### src/sv/spr_pkg.sv
// Package for the stream pattern replace block.
// Holds shared constants, the register index codes and the queue item type.
// No dependencies.
`default_nettype none

package spr_pkg;

  // Widths fixed by the register and field definitions.
  localparam int PAT_W         = 64;
  localparam int LEN_W         = 4;
  localparam int BYTE_W        = 8;

  // Window depth default and the replacement length limit.
  localparam int SEARCH_MAX    = 8;
  localparam int REPLACE_MAX   = 8;

  // Queue between the front and back parts.
  localparam int QUEUE_DEPTH   = 4;
  localparam int QPTR_W        = $clog2(QUEUE_DEPTH);
  localparam int QCNT_W        = $clog2(QUEUE_DEPTH + 1);

  localparam int CFG_IDX_W     = 2;

  // Configuration register indexes.
  typedef enum logic [CFG_IDX_W-1:0] {
    REG_SEARCH_PAT  = 2'd0,
    REG_SEARCH_LEN  = 2'd1,
    REG_REPLACE_PAT = 2'd2,
    REG_REPLACE_LEN = 2'd3
  } cfg_reg_t;

  // One queue item: a run of up to eight result bytes and its end marks.
  // A byte count of zero stands for a single valueless result.
  typedef struct packed {
    logic [PAT_W-1:0] bytes;
    logic [LEN_W-1:0] n;
    logic             last;
    logic             err;
  } emit_t;

endpackage

`default_nettype wire

### src/sv/spr_front.sv
// Front part: configuration registers, the pending byte window and the
// match logic. Turns each accepted item into at most one queue item. Uses spr_pkg.
`default_nettype none

module spr_front #(
  parameter int SEARCH_MAX = spr_pkg::SEARCH_MAX
) (
  input  wire logic                         clk,
  input  wire logic                         rst_n,
  input  wire logic                         cfg_valid,
  input  wire logic [spr_pkg::CFG_IDX_W-1:0] cfg_index,
  input  wire logic [spr_pkg::PAT_W-1:0]    cfg_data,
  input  wire logic                         in_fire,
  input  wire logic [7:0]                   in_data_byte,
  input  wire logic                         in_has_byte,
  input  wire logic                         in_string_end,
  output      logic                         push,
  output      spr_pkg::emit_t               push_item
);

  localparam int CW = $clog2(SEARCH_MAX + 1);

  logic [spr_pkg::PAT_W-1:0] spat_r;
  logic [spr_pkg::LEN_W-1:0] slen_r;
  logic [spr_pkg::PAT_W-1:0] rpat_r;
  logic [spr_pkg::LEN_W-1:0] rlen_r;

  logic [SEARCH_MAX-1:0][7:0] win_r;
  logic [SEARCH_MAX-1:0][7:0] win_nxt;
  logic [SEARCH_MAX-1:0][7:0] w2;
  logic [CW-1:0]              cnt_r;
  logic [CW-1:0]              cnt_nxt;

  logic [spr_pkg::LEN_W-1:0] len;
  logic [spr_pkg::LEN_W-1:0] rlen;
  logic [spr_pkg::LEN_W-1:0] c2;
  logic [SEARCH_MAX-1:0]     lane_ok;
  logic                      eq;
  logic                      over;
  logic                      hit;
  logic                      shift;
  logic [spr_pkg::PAT_W-1:0] w2_wide;
  spr_pkg::emit_t            item;

  // Configuration registers; writes must only come while the block is idle, which the block itself does not enforce.
  always_ff @(posedge clk) begin
    if (!rst_n) begin
      spat_r <= '0;
      slen_r <= spr_pkg::LEN_W'(1);
      rpat_r <= '0;
      rlen_r <= '0;
    end else if (cfg_valid) begin
      case (spr_pkg::cfg_reg_t'(cfg_index))
        spr_pkg::REG_SEARCH_PAT:  spat_r <= cfg_data;
        spr_pkg::REG_SEARCH_LEN:  slen_r <= cfg_data[spr_pkg::LEN_W-1:0];
        spr_pkg::REG_REPLACE_PAT: rpat_r <= cfg_data;
        spr_pkg::REG_REPLACE_LEN: rlen_r <= cfg_data[spr_pkg::LEN_W-1:0];
        default: ;
      endcase
    end
  end

  // Lengths saturate at the window depth and the replacement limit.
  assign len  = (slen_r > spr_pkg::LEN_W'(SEARCH_MAX)) ? spr_pkg::LEN_W'(SEARCH_MAX) : slen_r;
  assign rlen = (rlen_r > spr_pkg::LEN_W'(spr_pkg::REPLACE_MAX)) ?
                spr_pkg::LEN_W'(spr_pkg::REPLACE_MAX) : rlen_r;

  // Append the new byte at the fill position and compare lane by lane.
  always_comb begin
    for (int i = 0; i < SEARCH_MAX; i++) begin
      w2[i]      = (in_has_byte && (cnt_r == CW'(i))) ? in_data_byte : win_r[i];
      lane_ok[i] = (spr_pkg::LEN_W'(i) >= len) || (w2[i] == spat_r[8*i +: 8]);
    end
  end

  assign c2   = spr_pkg::LEN_W'(cnt_r) + spr_pkg::LEN_W'(in_has_byte);
  assign eq   = in_has_byte && (c2 == len);
  assign over = in_has_byte && (c2 > len);
  assign hit  = eq && (&lane_ok);

  always_comb begin
    w2_wide                     = '0;
    w2_wide[SEARCH_MAX*8-1:0]   = w2;
  end

  // Decide what this item emits and what the window keeps.
  always_comb begin
    item      = '0;
    item.last = in_string_end;
    cnt_nxt   = '0;
    shift     = 1'b0;
    push      = 1'b0;
    if (len == '0) begin
      // Zero search length drops bytes and flags the string end.
      item.err = 1'b1;
      push     = in_fire && in_string_end;
    end else begin
      if (hit) begin
        item.bytes = rpat_r;
        item.n     = rlen;
      end else if (in_string_end || over) begin
        item.bytes = w2_wide;
        item.n     = c2;
      end else if (eq) begin
        item.bytes = w2_wide;
        item.n     = spr_pkg::LEN_W'(1);
        cnt_nxt    = CW'(c2 - spr_pkg::LEN_W'(1));
        shift      = 1'b1;
      end else begin
        cnt_nxt    = CW'(c2);
      end
      push = in_fire && ((item.n != '0) || in_string_end);
    end
  end

  assign win_nxt   = shift ? (w2 >> 8) : w2;
  assign push_item = item;

  // Window fill count.
  always_ff @(posedge clk) begin
    if (!rst_n) begin
      cnt_r <= '0;
    end else if (in_fire) begin
      cnt_r <= cnt_nxt;
    end
  end

  // Window bytes; only entries below the fill count are ever used.
  always_ff @(posedge clk) begin
    if (in_fire) begin
      win_r <= win_nxt;
    end
  end

endmodule

`default_nettype wire

### src/sv/spr_queue.sv
// Short item queue between the front and back parts of the block.
// Register based, one write and one read per cycle. Uses spr_pkg.
`default_nettype none

module spr_queue (
  input  wire logic           clk,
  input  wire logic           rst_n,
  input  wire logic           push,
  input  wire spr_pkg::emit_t push_item,
  input  wire logic           pop,
  output      spr_pkg::emit_t head_item,
  output      logic           empty,
  output      logic           full
);

  spr_pkg::emit_t              mem_r [spr_pkg::QUEUE_DEPTH];
  logic [spr_pkg::QPTR_W-1:0]  wr_ptr_r;
  logic [spr_pkg::QPTR_W-1:0]  rd_ptr_r;
  logic [spr_pkg::QCNT_W-1:0]  cnt_r;
  logic [spr_pkg::QCNT_W-1:0]  cnt_nxt;

  assign empty     = (cnt_r == '0);
  assign full      = (cnt_r == spr_pkg::QCNT_W'(spr_pkg::QUEUE_DEPTH));
  assign head_item = mem_r[rd_ptr_r];

  // Occupancy follows push and pop together.
  always_comb begin
    cnt_nxt = cnt_r;
    if (push && !pop) begin
      cnt_nxt = cnt_r + spr_pkg::QCNT_W'(1);
    end else if (!push && pop) begin
      cnt_nxt = cnt_r - spr_pkg::QCNT_W'(1);
    end
  end

  // Pointers and count.
  always_ff @(posedge clk) begin
    if (!rst_n) begin
      wr_ptr_r <= '0;
      rd_ptr_r <= '0;
      cnt_r    <= '0;
    end else begin
      if (push) begin
        wr_ptr_r <= wr_ptr_r + spr_pkg::QPTR_W'(1);
      end
      if (pop) begin
        rd_ptr_r <= rd_ptr_r + spr_pkg::QPTR_W'(1);
      end
      cnt_r <= cnt_nxt;
    end
  end

  // Item storage.
  always_ff @(posedge clk) begin
    if (push) begin
      mem_r[wr_ptr_r] <= push_item;
    end
  end

endmodule

`default_nettype wire

### src/sv/spr_back.sv
// Back part: takes queue items and sends their results one per cycle,
// while out_ready is high, through a registered output stage. Uses spr_pkg.
`default_nettype none

module spr_back (
  input  wire logic           clk,
  input  wire logic           rst_n,
  input  wire spr_pkg::emit_t head_item,
  input  wire logic           empty,
  output      logic           pop,
  output      logic           out_valid,
  input  wire logic           out_ready,
  output      logic [7:0]     out_out_byte,
  output      logic           out_out_valid,
  output      logic           out_out_last,
  output      logic           out_error
);

  logic [spr_pkg::PAT_W-1:0] cur_bytes_r;
  logic [spr_pkg::LEN_W-1:0] cur_rem_r;
  logic                      cur_data_r;
  logic                      cur_last_r;
  logic                      cur_err_r;
  logic                      cur_v_r;
  logic                      cur_v_nxt;

  logic                      ov_r;
  logic [7:0]                obyte_r;
  logic                      odata_r;
  logic                      olast_r;
  logic                      oerr_r;

  logic                      out_load;
  logic                      cur_fire;
  logic                      cur_done;

  // The output register takes a result when it is empty or being drained.
  assign out_load = !ov_r || out_ready;
  assign cur_fire = cur_v_r && out_load;
  assign cur_done = (cur_rem_r <= spr_pkg::LEN_W'(1));
  assign pop      = !empty && (!cur_v_r || (cur_fire && cur_done));

  always_comb begin
    cur_v_nxt = cur_v_r;
    if (pop) begin
      cur_v_nxt = 1'b1;
    end else if (cur_fire && cur_done) begin
      cur_v_nxt = 1'b0;
    end
  end

  // Current item valid flag and output valid.
  always_ff @(posedge clk) begin
    if (!rst_n) begin
      cur_v_r <= 1'b0;
      ov_r    <= 1'b0;
    end else begin
      cur_v_r <= cur_v_nxt;
      if (out_load) begin
        ov_r <= cur_v_r;
      end
    end
  end

  // Current item: load from the queue, or step to the next byte.
  always_ff @(posedge clk) begin
    if (pop) begin
      cur_bytes_r <= head_item.bytes;
      cur_rem_r   <= (head_item.n == '0) ? spr_pkg::LEN_W'(1) : head_item.n;
      cur_data_r  <= (head_item.n != '0);
      cur_last_r  <= head_item.last;
      cur_err_r   <= head_item.err;
    end else if (cur_fire) begin
      cur_bytes_r <= cur_bytes_r >> 8;
      cur_rem_r   <= cur_rem_r - spr_pkg::LEN_W'(1);
    end
  end

  // Output payload; a valueless result carries a zero byte.
  always_ff @(posedge clk) begin
    if (cur_fire) begin
      obyte_r <= cur_data_r ? cur_bytes_r[7:0] : 8'd0;
      odata_r <= cur_data_r;
      olast_r <= cur_last_r && cur_done;
      oerr_r  <= cur_err_r;
    end
  end

  assign out_valid     = ov_r;
  assign out_out_byte  = obyte_r;
  assign out_out_valid = odata_r;
  assign out_out_last  = olast_r;
  assign out_error     = oerr_r;

endmodule

`default_nettype wire

### src/sv/stream_pattern_replace_core.sv
// Stream pattern replace: top level joining front, queue and back parts.
// An accepted item goes into the queue, then the current-item register, then the output stage.
// Throughput: one item per cycle in while the queue is not full; one result per cycle out while
// out_ready is high. An item with n results holds the output; the four-entry queue absorbs bursts.
// Reset (synchronous, rst_n low) empties the window, queue and output stage and
// restores the registers: search length one, all else zero. Uses spr_pkg.
`default_nettype none

module stream_pattern_replace_core #(
  parameter int SEARCH_MAX = spr_pkg::SEARCH_MAX
) (
  input  wire logic                          clk,
  input  wire logic                          rst_n,
  input  wire logic                          cfg_valid,
  output      logic                          cfg_ready,
  input  wire logic [spr_pkg::CFG_IDX_W-1:0] cfg_index,
  input  wire logic [spr_pkg::PAT_W-1:0]     cfg_data,
  input  wire logic                          in_valid,
  output      logic                          in_ready,
  input  wire logic [7:0]                    in_data_byte,
  input  wire logic                          in_has_byte,
  input  wire logic                          in_string_end,
  output      logic                          out_valid,
  input  wire logic                          out_ready,
  output      logic [7:0]                    out_out_byte,
  output      logic                          out_out_valid,
  output      logic                          out_out_last,
  output      logic                          out_error
);

  logic           in_fire;
  logic           push;
  logic           pop;
  logic           q_empty;
  logic           q_full;
  spr_pkg::emit_t push_item;
  spr_pkg::emit_t head_item;

  // Configuration writes are always taken.
  assign cfg_ready = 1'b1;
  assign in_ready  = !q_full;
  assign in_fire   = in_valid && in_ready;

  spr_front #(
    .SEARCH_MAX (SEARCH_MAX)
  ) u_front (
    .clk           (clk),
    .rst_n         (rst_n),
    .cfg_valid     (cfg_valid),
    .cfg_index     (cfg_index),
    .cfg_data      (cfg_data),
    .in_fire       (in_fire),
    .in_data_byte  (in_data_byte),
    .in_has_byte   (in_has_byte),
    .in_string_end (in_string_end),
    .push          (push),
    .push_item     (push_item)
  );

  spr_queue u_queue (
    .clk       (clk),
    .rst_n     (rst_n),
    .push      (push),
    .push_item (push_item),
    .pop       (pop),
    .head_item (head_item),
    .empty     (q_empty),
    .full      (q_full)
  );

  spr_back u_back (
    .clk           (clk),
    .rst_n         (rst_n),
    .head_item     (head_item),
    .empty         (q_empty),
    .pop           (pop),
    .out_valid     (out_valid),
    .out_ready     (out_ready),
    .out_out_byte  (out_out_byte),
    .out_out_valid (out_out_valid),
    .out_out_last  (out_out_last),
    .out_error     (out_error)
  );

endmodule

`default_nettype wire

### config.mk
export PLATFORM = sky130hd
export DESIGN_NAME = stream_pattern_replace_core
export DESIGN_NICKNAME = d
export VERILOG_FILES = /design/src/sv/spr_pkg.sv /design/src/sv/spr_front.sv /design/src/sv/spr_queue.sv /design/src/sv/spr_back.sv /design/src/sv/stream_pattern_replace_core.sv
export SDC_FILE = /design/constraint.sdc
export NUM_CORES = 1
export LEC_CHECK = 0
export BUFFER_PORTS_ARGS = -buffer_cell sky130_fd_sc_hd__buf_2
export CORE_ASPECT_RATIO = 0.5
export CORE_MARGIN = 4
export CORE_UTILIZATION = 56
export DETAILED_ROUTE_END_ITERATION = 16
export PLACE_DENSITY = 0.73
export SLEW_MARGIN = 20
export SYNTH_ARGS = -nofsm -noshare
export SYNTH_HDL_FRONTEND = slang
export SYNTH_HIERARCHICAL = 1
export SYNTH_SLANG_ARGS = --single-unit
export TNS_END_PERCENT = 5
### constraint.sdc
create_clock -name clk -period 6.6 [get_ports clk]
set_input_delay 0.99 -clock clk [delete_from_list [all_inputs] [get_ports clk]]
set_output_delay 0.99 -clock clk [all_outputs]
set_load 0.01 [all_outputs]
Word level (Yosys, flattened, before mapping) --
Memory sizes are Yosys's and may differ from the RTL's. A register that Yosys moved wholly into a read port is not among the register bits. Cells that the tools add are included.
Operators by class: add/sub/neg operators 7, reduce and logical (&&, ||, !) cells 53, equal/unequal tests 20, magnitude comparators 12, multiplexer cells 39
Operators by type and width (number):
- 2-to-1 mux 68 bit | 5
- 2-to-1 mux 64 bit | 2
- equality test 8 bit | 8
- 2-to-1 mux 8 bit | 8
- 2-to-1 mux 56 bit | 1
- 2-to-1 mux 4 bit | 9
- logical AND 1 bit | 20
- equality test 4 x 3 -> 1 bit, second input constant | 4
- greater-or-equal comparator 3 x 4 -> 1 bit, first input constant | 4
- zero test 4 bit | 3
- logical OR 1 bit | 12
- 2-to-1 mux 1 bit | 10
- equality test 4 x 2 -> 1 bit, second input constant | 2
- greater-or-equal comparator 1 x 4 -> 1 bit, first input constant | 2
- greater-or-equal comparator 2 x 4 -> 1 bit, first input constant | 2
- greater-than comparator 4 bit, second input constant | 2
- AND reduction 2 bit | 4
- AND reduction 8 bit | 1
- nonzero test 4 bit | 2
- subtractor 4 x 1 -> 4 bit, second input constant | 2
- zero test 1 bit | 6
- 2-to-1 mux 3 bit | 2
- nonzero test 2 bit | 3
- adder 2 x 1 -> 2 bit, second input constant | 2
- other kinds (13) | 15
Word-level totals: register bits 295, memories 1, bits in writable memories 280, output and inout port bits 14, logic and storage cells 159
Memory list:
- u_queue.mem_r | words 4, width 70, rd ports 1, clocked after Yosys merged registers in 1, write ports 1, line spr_queue.sv:16 | spr_pkg::emit_t mem_r [spr_pkg::QUEUE_DEPTH];

Longest topological paths before layout --
Gate-level depths: netlist of run 1.
depth after elaboration 17, mapped depth 21, mapped depth without buffers 20

Cells and area by module --
Netlist of run 1, hierarchy kept.
By module, submodules not included:
- spr_front | area an instance 11863.9 um^2, times used 1, cells an instance 1435
- spr_queue | area an instance 10620.2 um^2, times used 1, cells an instance 409
- spr_back | area an instance 3540.9 um^2, times used 1, cells an instance 188
- stream_pattern_replace_core | area an instance 21.3 um^2, times used 1, cells an instance 4

Worst setup path after synthesis of run 1 --
Ideal clock, no wire load.
path kind input-to-reg, start input in_valid, end memory u_queue/mem_r[0][0] (netlist bit) (enable), slack 0.019 ns, cell stages on the path 3, library setup time 0.435 ns, path buffers 0, data required time 6.165 ns, data arrival time 6.145 ns, cell sequence nor2b_1 o21a_1 and2_1
Between the ends: longest elaborated chain between the ends 5, elaborated cells on any way between the ends 6, those cells by class mux: 3; reduce/logical: 3
RTL lines:
- start, declared | line stream_pattern_replace_core.sv:18 | input wire logic in_valid,
- logical AND 1 bit (*) | line stream_pattern_replace_core.sv:42 | assign in_fire = in_valid && in_ready;
- logical AND 1 bit, on equally long branches | line spr_front.sv:112, spr_front.sv:96
- 2-to-1 mux 1 bit (*) | line spr_front.sv:93 | if (len == '0) begin
- via push | line stream_pattern_replace_core.sv:32 | logic push;
- 2-to-1 mux 1 bit (*) | line spr_queue.sv:55 | if (push) begin
- 2-to-1 mux 1 bit (implied by the code) (*) | line spr_queue.sv:56 | mem_r[wr_ptr_r] <= push_item;
- end, declared | line spr_queue.sv:16
The timed path passes the listed nets; every way through them passes the cells marked *.

Final worst setup path of run 1 --
start input in_has_byte, end register u_queue/cnt_r[2] (netlist bit)
Between the ends: longest elaborated chain between the ends 15, elaborated cells on any way between the ends 53, those cells by class add/sub: 1; order compare: 1; eq/ne: 9; mux: 14; reduce/logical: 28
RTL lines:
- start, declared | line stream_pattern_replace_core.sv:21 | input wire logic in_has_byte,
- branches (longest 6 deep; another with adder 4 x 1 -> 4 bit)
- 2-to-1 mux 68 bit (*) | line spr_front.sv:98 | if (hit) begin
- 2-to-1 mux 68 bit (*) | line spr_front.sv:93
- nonzero test 4 bit (*) | line spr_front.sv:112 | push = in_fire && ((item.n != '0) || in_string_end);
- logical OR 1 bit (*) | line spr_front.sv:112
- logical AND 1 bit (*) | line spr_front.sv:112
- 2-to-1 mux 1 bit (*) | line spr_front.sv:93
- via push | line stream_pattern_replace_core.sv:32
- zero test 1 bit | line spr_queue.sv:31 | end else if (!push && pop) begin
- logical AND 1 bit | line spr_queue.sv:31
- nonzero test 2 bit (no line)
- end signal, assigned | line spr_queue.sv:49 | cnt_r <= cnt_nxt;
- end, declared | line spr_queue.sv:19 | logic [spr_pkg::QCNT_W-1:0] cnt_r;
Mark *: on every way through the listed nets, which the timed path passes. The select of a mux whose other input is x is not followed. A chain may end at the register's enable or synchronous reset.

==> impl_metrics.json, run 1 <==
{
  "die_w_um": 313.0,
  "final_hold_viol_count": 0,
  "nets": 2200,
  "crit_chain": "buf_2 -> ha_1 -> nand3_1 -> xor2_1 -> inv_1 -> ha_1 -> nand4_1 -> or2_2 -> a311oi_1 -> o221ai_1 -> or4_1 -> a2111oi_2 -> nand4_1 -> mux2i_1 -> o21a_1 -> ha_1 -> inv_1 -> fa_1 -> xor2_1 -> or3_1 -> a21boi_0",
  "cts_tree": "yes",
  "min_period_over_period": 0.8490,
  "grt_max_degree": 90,
  "drtIter0Drc": 2149,
  "min_period_ps": 5603,
  "placedInstanceArea_mm2": 0.02706,
  "cts_buffers": 49,
  "yosys-top-cells-area": "edfxtp_1 49%, dfxtp_1 12%, mux4_2 6.1%",
  "h-tree-depth": 2,
  "finalInstanceArea_mm2": 0.02866,
  "yosysWarnings": 6,
  "gp_routability_congestion": 0.9739,
  "synth_top_area_share": 0.4911,
  "grt_pass1_vias": 16245,
  "drc": 0,
  "slowest_delay_ps": 430,
  "ys_async_sr_fraction": 0,
  "synth_flop_cell": "edfxtp_1",
  "arrival_ps": 6100,
  "cp.buffers_inverters": 3,
  "ctsHoldBuffers": 0,
  "setup_viol": 0,
  "synth-edff-count": 426,
  "syn_to_final_growth_pct": 10.03,
  "post_cts_buffers": 0,
  "syn_area_per_cell_um2": 12.79,
  "drv_slew": 0,
  "final_layout_size_suffix_gt1_frac": 0.1800,
  "ant_nets": 0,
  "synth_nets": 2132,
  "maxSlewHeadroom": 0.3113,
  "cts.clk_slew.worst_paths_ps": 70,
  "critPathKind": "in2reg",
  "wl_per_cell_um": 24.39,
  "start_kind": "primary input",
  "cts_max_path_buffers": 3,
  "insertion_delay_ps": 590,
  "cts_sinks": 577,
  "clock.fmax_mhz": 178.5,
  "grt_pass1_wl_um": 102100,
  "hp-class": "reg2reg",
  "ys_seq_area_frac": 0.6072,
  "drtPass1Iterations": 6,
  "status": "finished, final reports clean",
  "antenna_cells": 0,
  "via_per_inst": 6.095,
  "power_density_mw_per_mm2": 364.2,
  "port_buffers": 93,
  "tightest_slew_ps": 1033,
  "cp_common_cell": "ha_1",
  "rows": 55,
  "synth.cell_area_mm2": 0.02605,
  "finClkSkew_ps": 16.30,
  "gr-total-overflow": 0,
  "core_area_mm2": 0.04556,
  "drt-total-wl_um": 67600,
  "final_common_cell": "edfxtp_1",
  "ys_seq_elements": 577,
  "vias": 16889,
  "worstSetupEndpointType": "register",
  "critPathSlowestCell": "or4_1",
  "final_cell_mix": "426 x edfxtp_1, 282 x nand2_1, 182 x nor2_1, 149 x dfxtp_1, 145 x mux2i_1",
  "die-area_mm2": 0.05024,
  "start_util": 0.5717,
  "ys_types": 75,
  "cts-resized-gates": 0,
  "hpwl_um": 45090,
  "boundaryPins": 95,
  "antenna_found_initial": 1,
  "drv_cap": 0,
  "syn_inst": 2036,
  "p_leak_nw": 10.53,
  "die_h_um": 160.5,
  "cts-root-buf": "clkbuf_16",
  "synth_top_cell_by_area": "edfxtp_1",
  "cp.required_ps": 7100,
  "worstPathMaxFanout": 11,
  "rsz0062_at_grt": "no",
  "grt_use_total": 0.2672,
  "critical_path.top_delay_family": "simple AND/OR/NAND/NOR gates",
  "ir_drop_mv": 0.2172,
  "tns_ps": 0,
  "post-route-util": 0.6291
}
-- worst reg2reg max path: stages, from the launching register on --
cell,delay [ps]
dfxtp_1,420
ha_1,210
nand3_1,90
xor2_1,250
inv_1,110
ha_1,310
nand4_1,140
or2_2,360
a311oi_1,230
o221ai_1,160
or4_1,430
a2111oi_2,370
nand4_1,250
mux2i_1,280
o21a_1,360
ha_1,260
inv_1,60
fa_1,370
xor2_1,180
or3_1,300
a21boi_0,190
-- synth_stat cells, types with 7 or more instances --
master and count:
mux2i_1 146, nand2b_1 16, dfxtp_1 151, buf_12 7
buf_2 22, o21ai_0 18, a21oi_1 59, or2_2 7
a222oi_1 9, and2_1 25, a21boi_0 134, xor2_1 23
nand3_1 17, ha_1 14, buf_6 11, xnor2_1 12
mux2_2 61, o22ai_1 13, nor3_1 32, nand4_1 10
nor2_1 184, and2_2 8, nand2_1 282, nor2b_1 31
clkbuf_1 73, mux4_2 70, inv_1 48, edfxtp_1 426
-- metal layers --
layer  track usage  wire length (um)  up-vias
met5             0                 0        -
met4       0.05887              1352        0
met3       0.09323              8626       91
met2        0.3811             28880      864
met1        0.3968             28730     8365
li1              -                 -     7569
-- final cells by class --
type,count,area [um^2]
clock buffer,62,1305
clock inverter,29,289.0
fill,3504,16900
tap,627,784.5
multi-input combinational,1280,9355
timing repair buffer,142,898.4
inverter,54,202.7
sequential,577,15820
-- power by group --
group / internal [mW] / switching, mW
sequential: 4.77 / 0.286
clock: 1.57 / 1.32
combinational: 1.07 / 1.42
total: 7.41 / 3.02
-- sequential cells by signal (all words and copies together) (netlist names), 2 cells and up, named ones only --
| register | count |
|---|---|
| u_queue/cnt_r | 3 |
| u_queue/rd_ptr_r | 2 |
| u_front/rpat_r | 64 |
| u_front/cnt_r | 4 |
| u_front/win_r | 64 |
| u_front/slen_r | 4 |
| u_back/out_out_byte | 8 |
| u_queue/wr_ptr_r | 2 |
| u_back/cur_bytes_r | 64 |
| u_queue/mem_r | 280 |
| u_back/cur_rem_r | 4 |
| u_front/rlen_r | 4 |
| u_front/spat_r | 64 |
-- path summary, 6_finish.rpt --
kind / start / slack (ps) / to / cells after the start
worst min-delay path: u_back/cur_err_r / 420 / u_back/out_error / 0
worst max register to register: u_front/cnt_r[0] / 1170 / u_queue/cnt_r[2] / 20
worst min register to register: u_back/cur_err_r / 420 / u_back/out_error / 0
worst max-delay path: in_has_byte / 1000 / u_queue/cnt_r[2] / 21
-- kinds of logic (layout without fill, tap and decap cells) --
| family | Yosys count | count (layout) | share of synthesized area |
|---|---|---|---|
| flops | 577 | 577 | 0.6072 |
| compound gates | 301 | 301 | 0.08291 |
| mux | 277 | 277 | 0.1430 |
| fa+ha+maj | 15 | 15 | 0.007494 |
| xor+xnor | 35 | 35 | 0.01177 |
| buf+inv | 179 | 287 | 0.03574 |
| simple gates | 651 | 651 | 0.1117 |
| other cells | 1 | 1 | 0.0001440 |
-- per-stage QoR --
stage	hold slack (ps)	total power, mW	cells	setup WS (ps)
6_report	424.9	10.44	2771	996.7
3_5_place_dp	413.4	7.595	2680	599.3
4_1_cts	429.3	10.48	2771	1118
3_3_place_gp	408.9	7.547	2680	656.5
2_1_floorplan	400.3	6.890	2036	19.43
5_1_grt	453.6	10.91	2771	673.8
Note: power is estimated with default switching activity, not from simulation.
==> run 2, diff against run 1 <==
CORE_UTILIZATION = 61   (was 56)
PLACE_DENSITY = 0.76   (was 0.73)
clock period = 5.57 ns   (was 6.6 ns; I/O delays follow)
==> impl_metrics.json, run 2 (synthesized netlist as in run 1, its figures left out) <==
{
  "status": "finished, final reports clean",
  "drc": 0,
  "post_cts_buffers": 0,
  "port_buffers": 93,
  "tightest_slew_ps": 1129,
  "via_per_inst": 6.205,
  "hpwl_um": 45270,
  "cp.required_ps": 6090,
  "drv_slew": 0,
  "cts.clk_slew.worst_paths_ps": 70,
  "cts-root-buf": "clkbuf_16",
  "worstPathMaxFanout": 6,
  "maxSlewHeadroom": 0.2375,
  "insertion_delay_ps": 590,
  "grt_max_degree": 85,
  "regMostFlops": "u_queue/mem_r",
  "wl_per_cell_um": 25.01,
  "syn_to_final_growth_pct": 11.16,
  "die_h_um": 154.1,
  "final_layout_size_suffix_gt1_frac": 0.1958,
  "core_area_mm2": 0.04204,
  "p_total_mw": 12.54,
  "h-tree-depth": 2,
  "grt_use_total": 0.2977,
  "clock.fmax_mhz": 194.3,
  "final_hold_viol_count": 0,
  "layoutNonFillerInstCount": 2754,
  "worstSetupEndpointType": "register",
  "reg2reg_setup_slack_ps": 420,
  "cts_buffers": 49,
  "min_period_over_period": 0.9241,
  "power_density_mw_per_mm2": 433.2,
  "p_leak_nw": 10.74,
  "cts-resized-gates": 0,
  "rsz0062_at_grt": "no",
  "vias": 17089,
  "nets": 2232,
  "ant_nets": 0,
  "cts_tree": "yes",
  "cts_max_path_buffers": 3,
  "grt_pass1_vias": 16549,
  "post-route-util": 0.6886,
  "drt-total-wl_um": 68870,
  "grt_pass1_wl_um": 103200,
  "die-area_mm2": 0.04627,
  "drv_cap": 0,
  "final_common_cell": "edfxtp_1",
  "min_period_ps": 5147,
  "ir_drop_mv": 0.3450,
  "drtPass1Iterations": 8,
  "hp-class": "reg2reg",
  "final_cell_mix": "426 x edfxtp_1, 282 x nand2_1, 182 x nor2_1, 149 x dfxtp_1, 145 x mux2i_1",
  "dp.cells": 2662,
  "start_kind": "register",
  "setup_viol": 0,
  "ctsHoldBuffers": 0,
  "boundaryPins": 95,
  "rows": 53,
  "die_w_um": 300.2,
  "antenna_found_initial": 4,
  "gr-total-overflow": 0,
  "drtIter0Drc": 2146,
  "cts_sinks": 577,
  "largest_register_ffs": 280,
  "tns_ps": 0,
  "critPathKind": "reg2reg",
  "start_util": 0.6195,
  "finClkSkew_ps": 17.55,
  "gp_routability_congestion": 0.9874,
  "arrival_ps": 5670
}
## run 2: changes by cell type in the layout (fill, tap and decap cells not counted), sizes merged
cell and change:
bufinv -1, clkinv -2, inv +1, diode +1
buf +32, clkbuf +2
## run 2: power by group
part | internal, mW | total (mW) | switching, mW
Combinational | 1.31 | 3.01 | 1.70
Clock | 1.90 | 3.51 | 1.61
Sequential | 5.65 | 6.02 | 0.371
Total | 8.86 | 12.5 | 3.68
## run 2: layer usage
metal,share of wire,wire (um),global-route usage
met5,0.00070,48,0
met2,0.43,29960,0.4390
met4,0.026,1805,0.07836
met1,0.41,28020,0.4239
met3,0.13,9046,0.1067
## run 2: worst paths after layout
| kind | start | cells after the start | endpoint |
|---|---|---|---|
| max | u_front/cnt_r[0] | 20 | u_queue/cnt_r[2] |
| min | u_back/cur_err_r | 0 | u_back/out_error |
| max reg2reg | u_front/cnt_r[0] | 20 | u_queue/cnt_r[2] |
| min reg2reg | u_back/cur_err_r | 0 | u_back/out_error |
## run 2: layout make-up
| cell class | count | area, um^2 |
|---|---|---|
| antenna | 1 | 2.502 |
| clock buffer | 64 | 1375 |
| clock inverter | 27 | 259.0 |
| fill | 2968 | 13090 |
| inverter | 54 | 202.7 |
| multi-input combinational | 1280 | 9355 |
| sequential | 577 | 15820 |
| tap | 577 | 721.9 |
| timing repair buffer | 174 | 1214 |
## run 2: through the flow
step / instance area, um^2 / setup slack, ps / hold slack, ps
2_1_floorplan: 26050 / -511.5 / 400.3
3_3_place_gp: 27320 / -36.42 / 404.4
3_5_place_dp: 27320 / -46.89 / 408.1
4_1_cts: 28950 / 455.2 / 423.4
5_1_grt: 28950 / 7.927 / 458.3
6_report: 28950 / 422.9 / 420.2
## run 2: worst max-delay path, stage by stage (launching register included)
cell and delay (ps):
dfxtp_1 440, ha_1 220, nand3_1 100, xor2_1 200, inv_1 90, ha_1 300, nand4_1 110, or2_2 320
a311oi_1 200, o221ai_1 150, or4_1 460, a2111oi_2 370, nand4_1 260, mux2i_1 310, o21a_1 240, ha_1 220
inv_1 60, fa_1 370, xor2_1 180, or3_1 320, a21boi_0 170
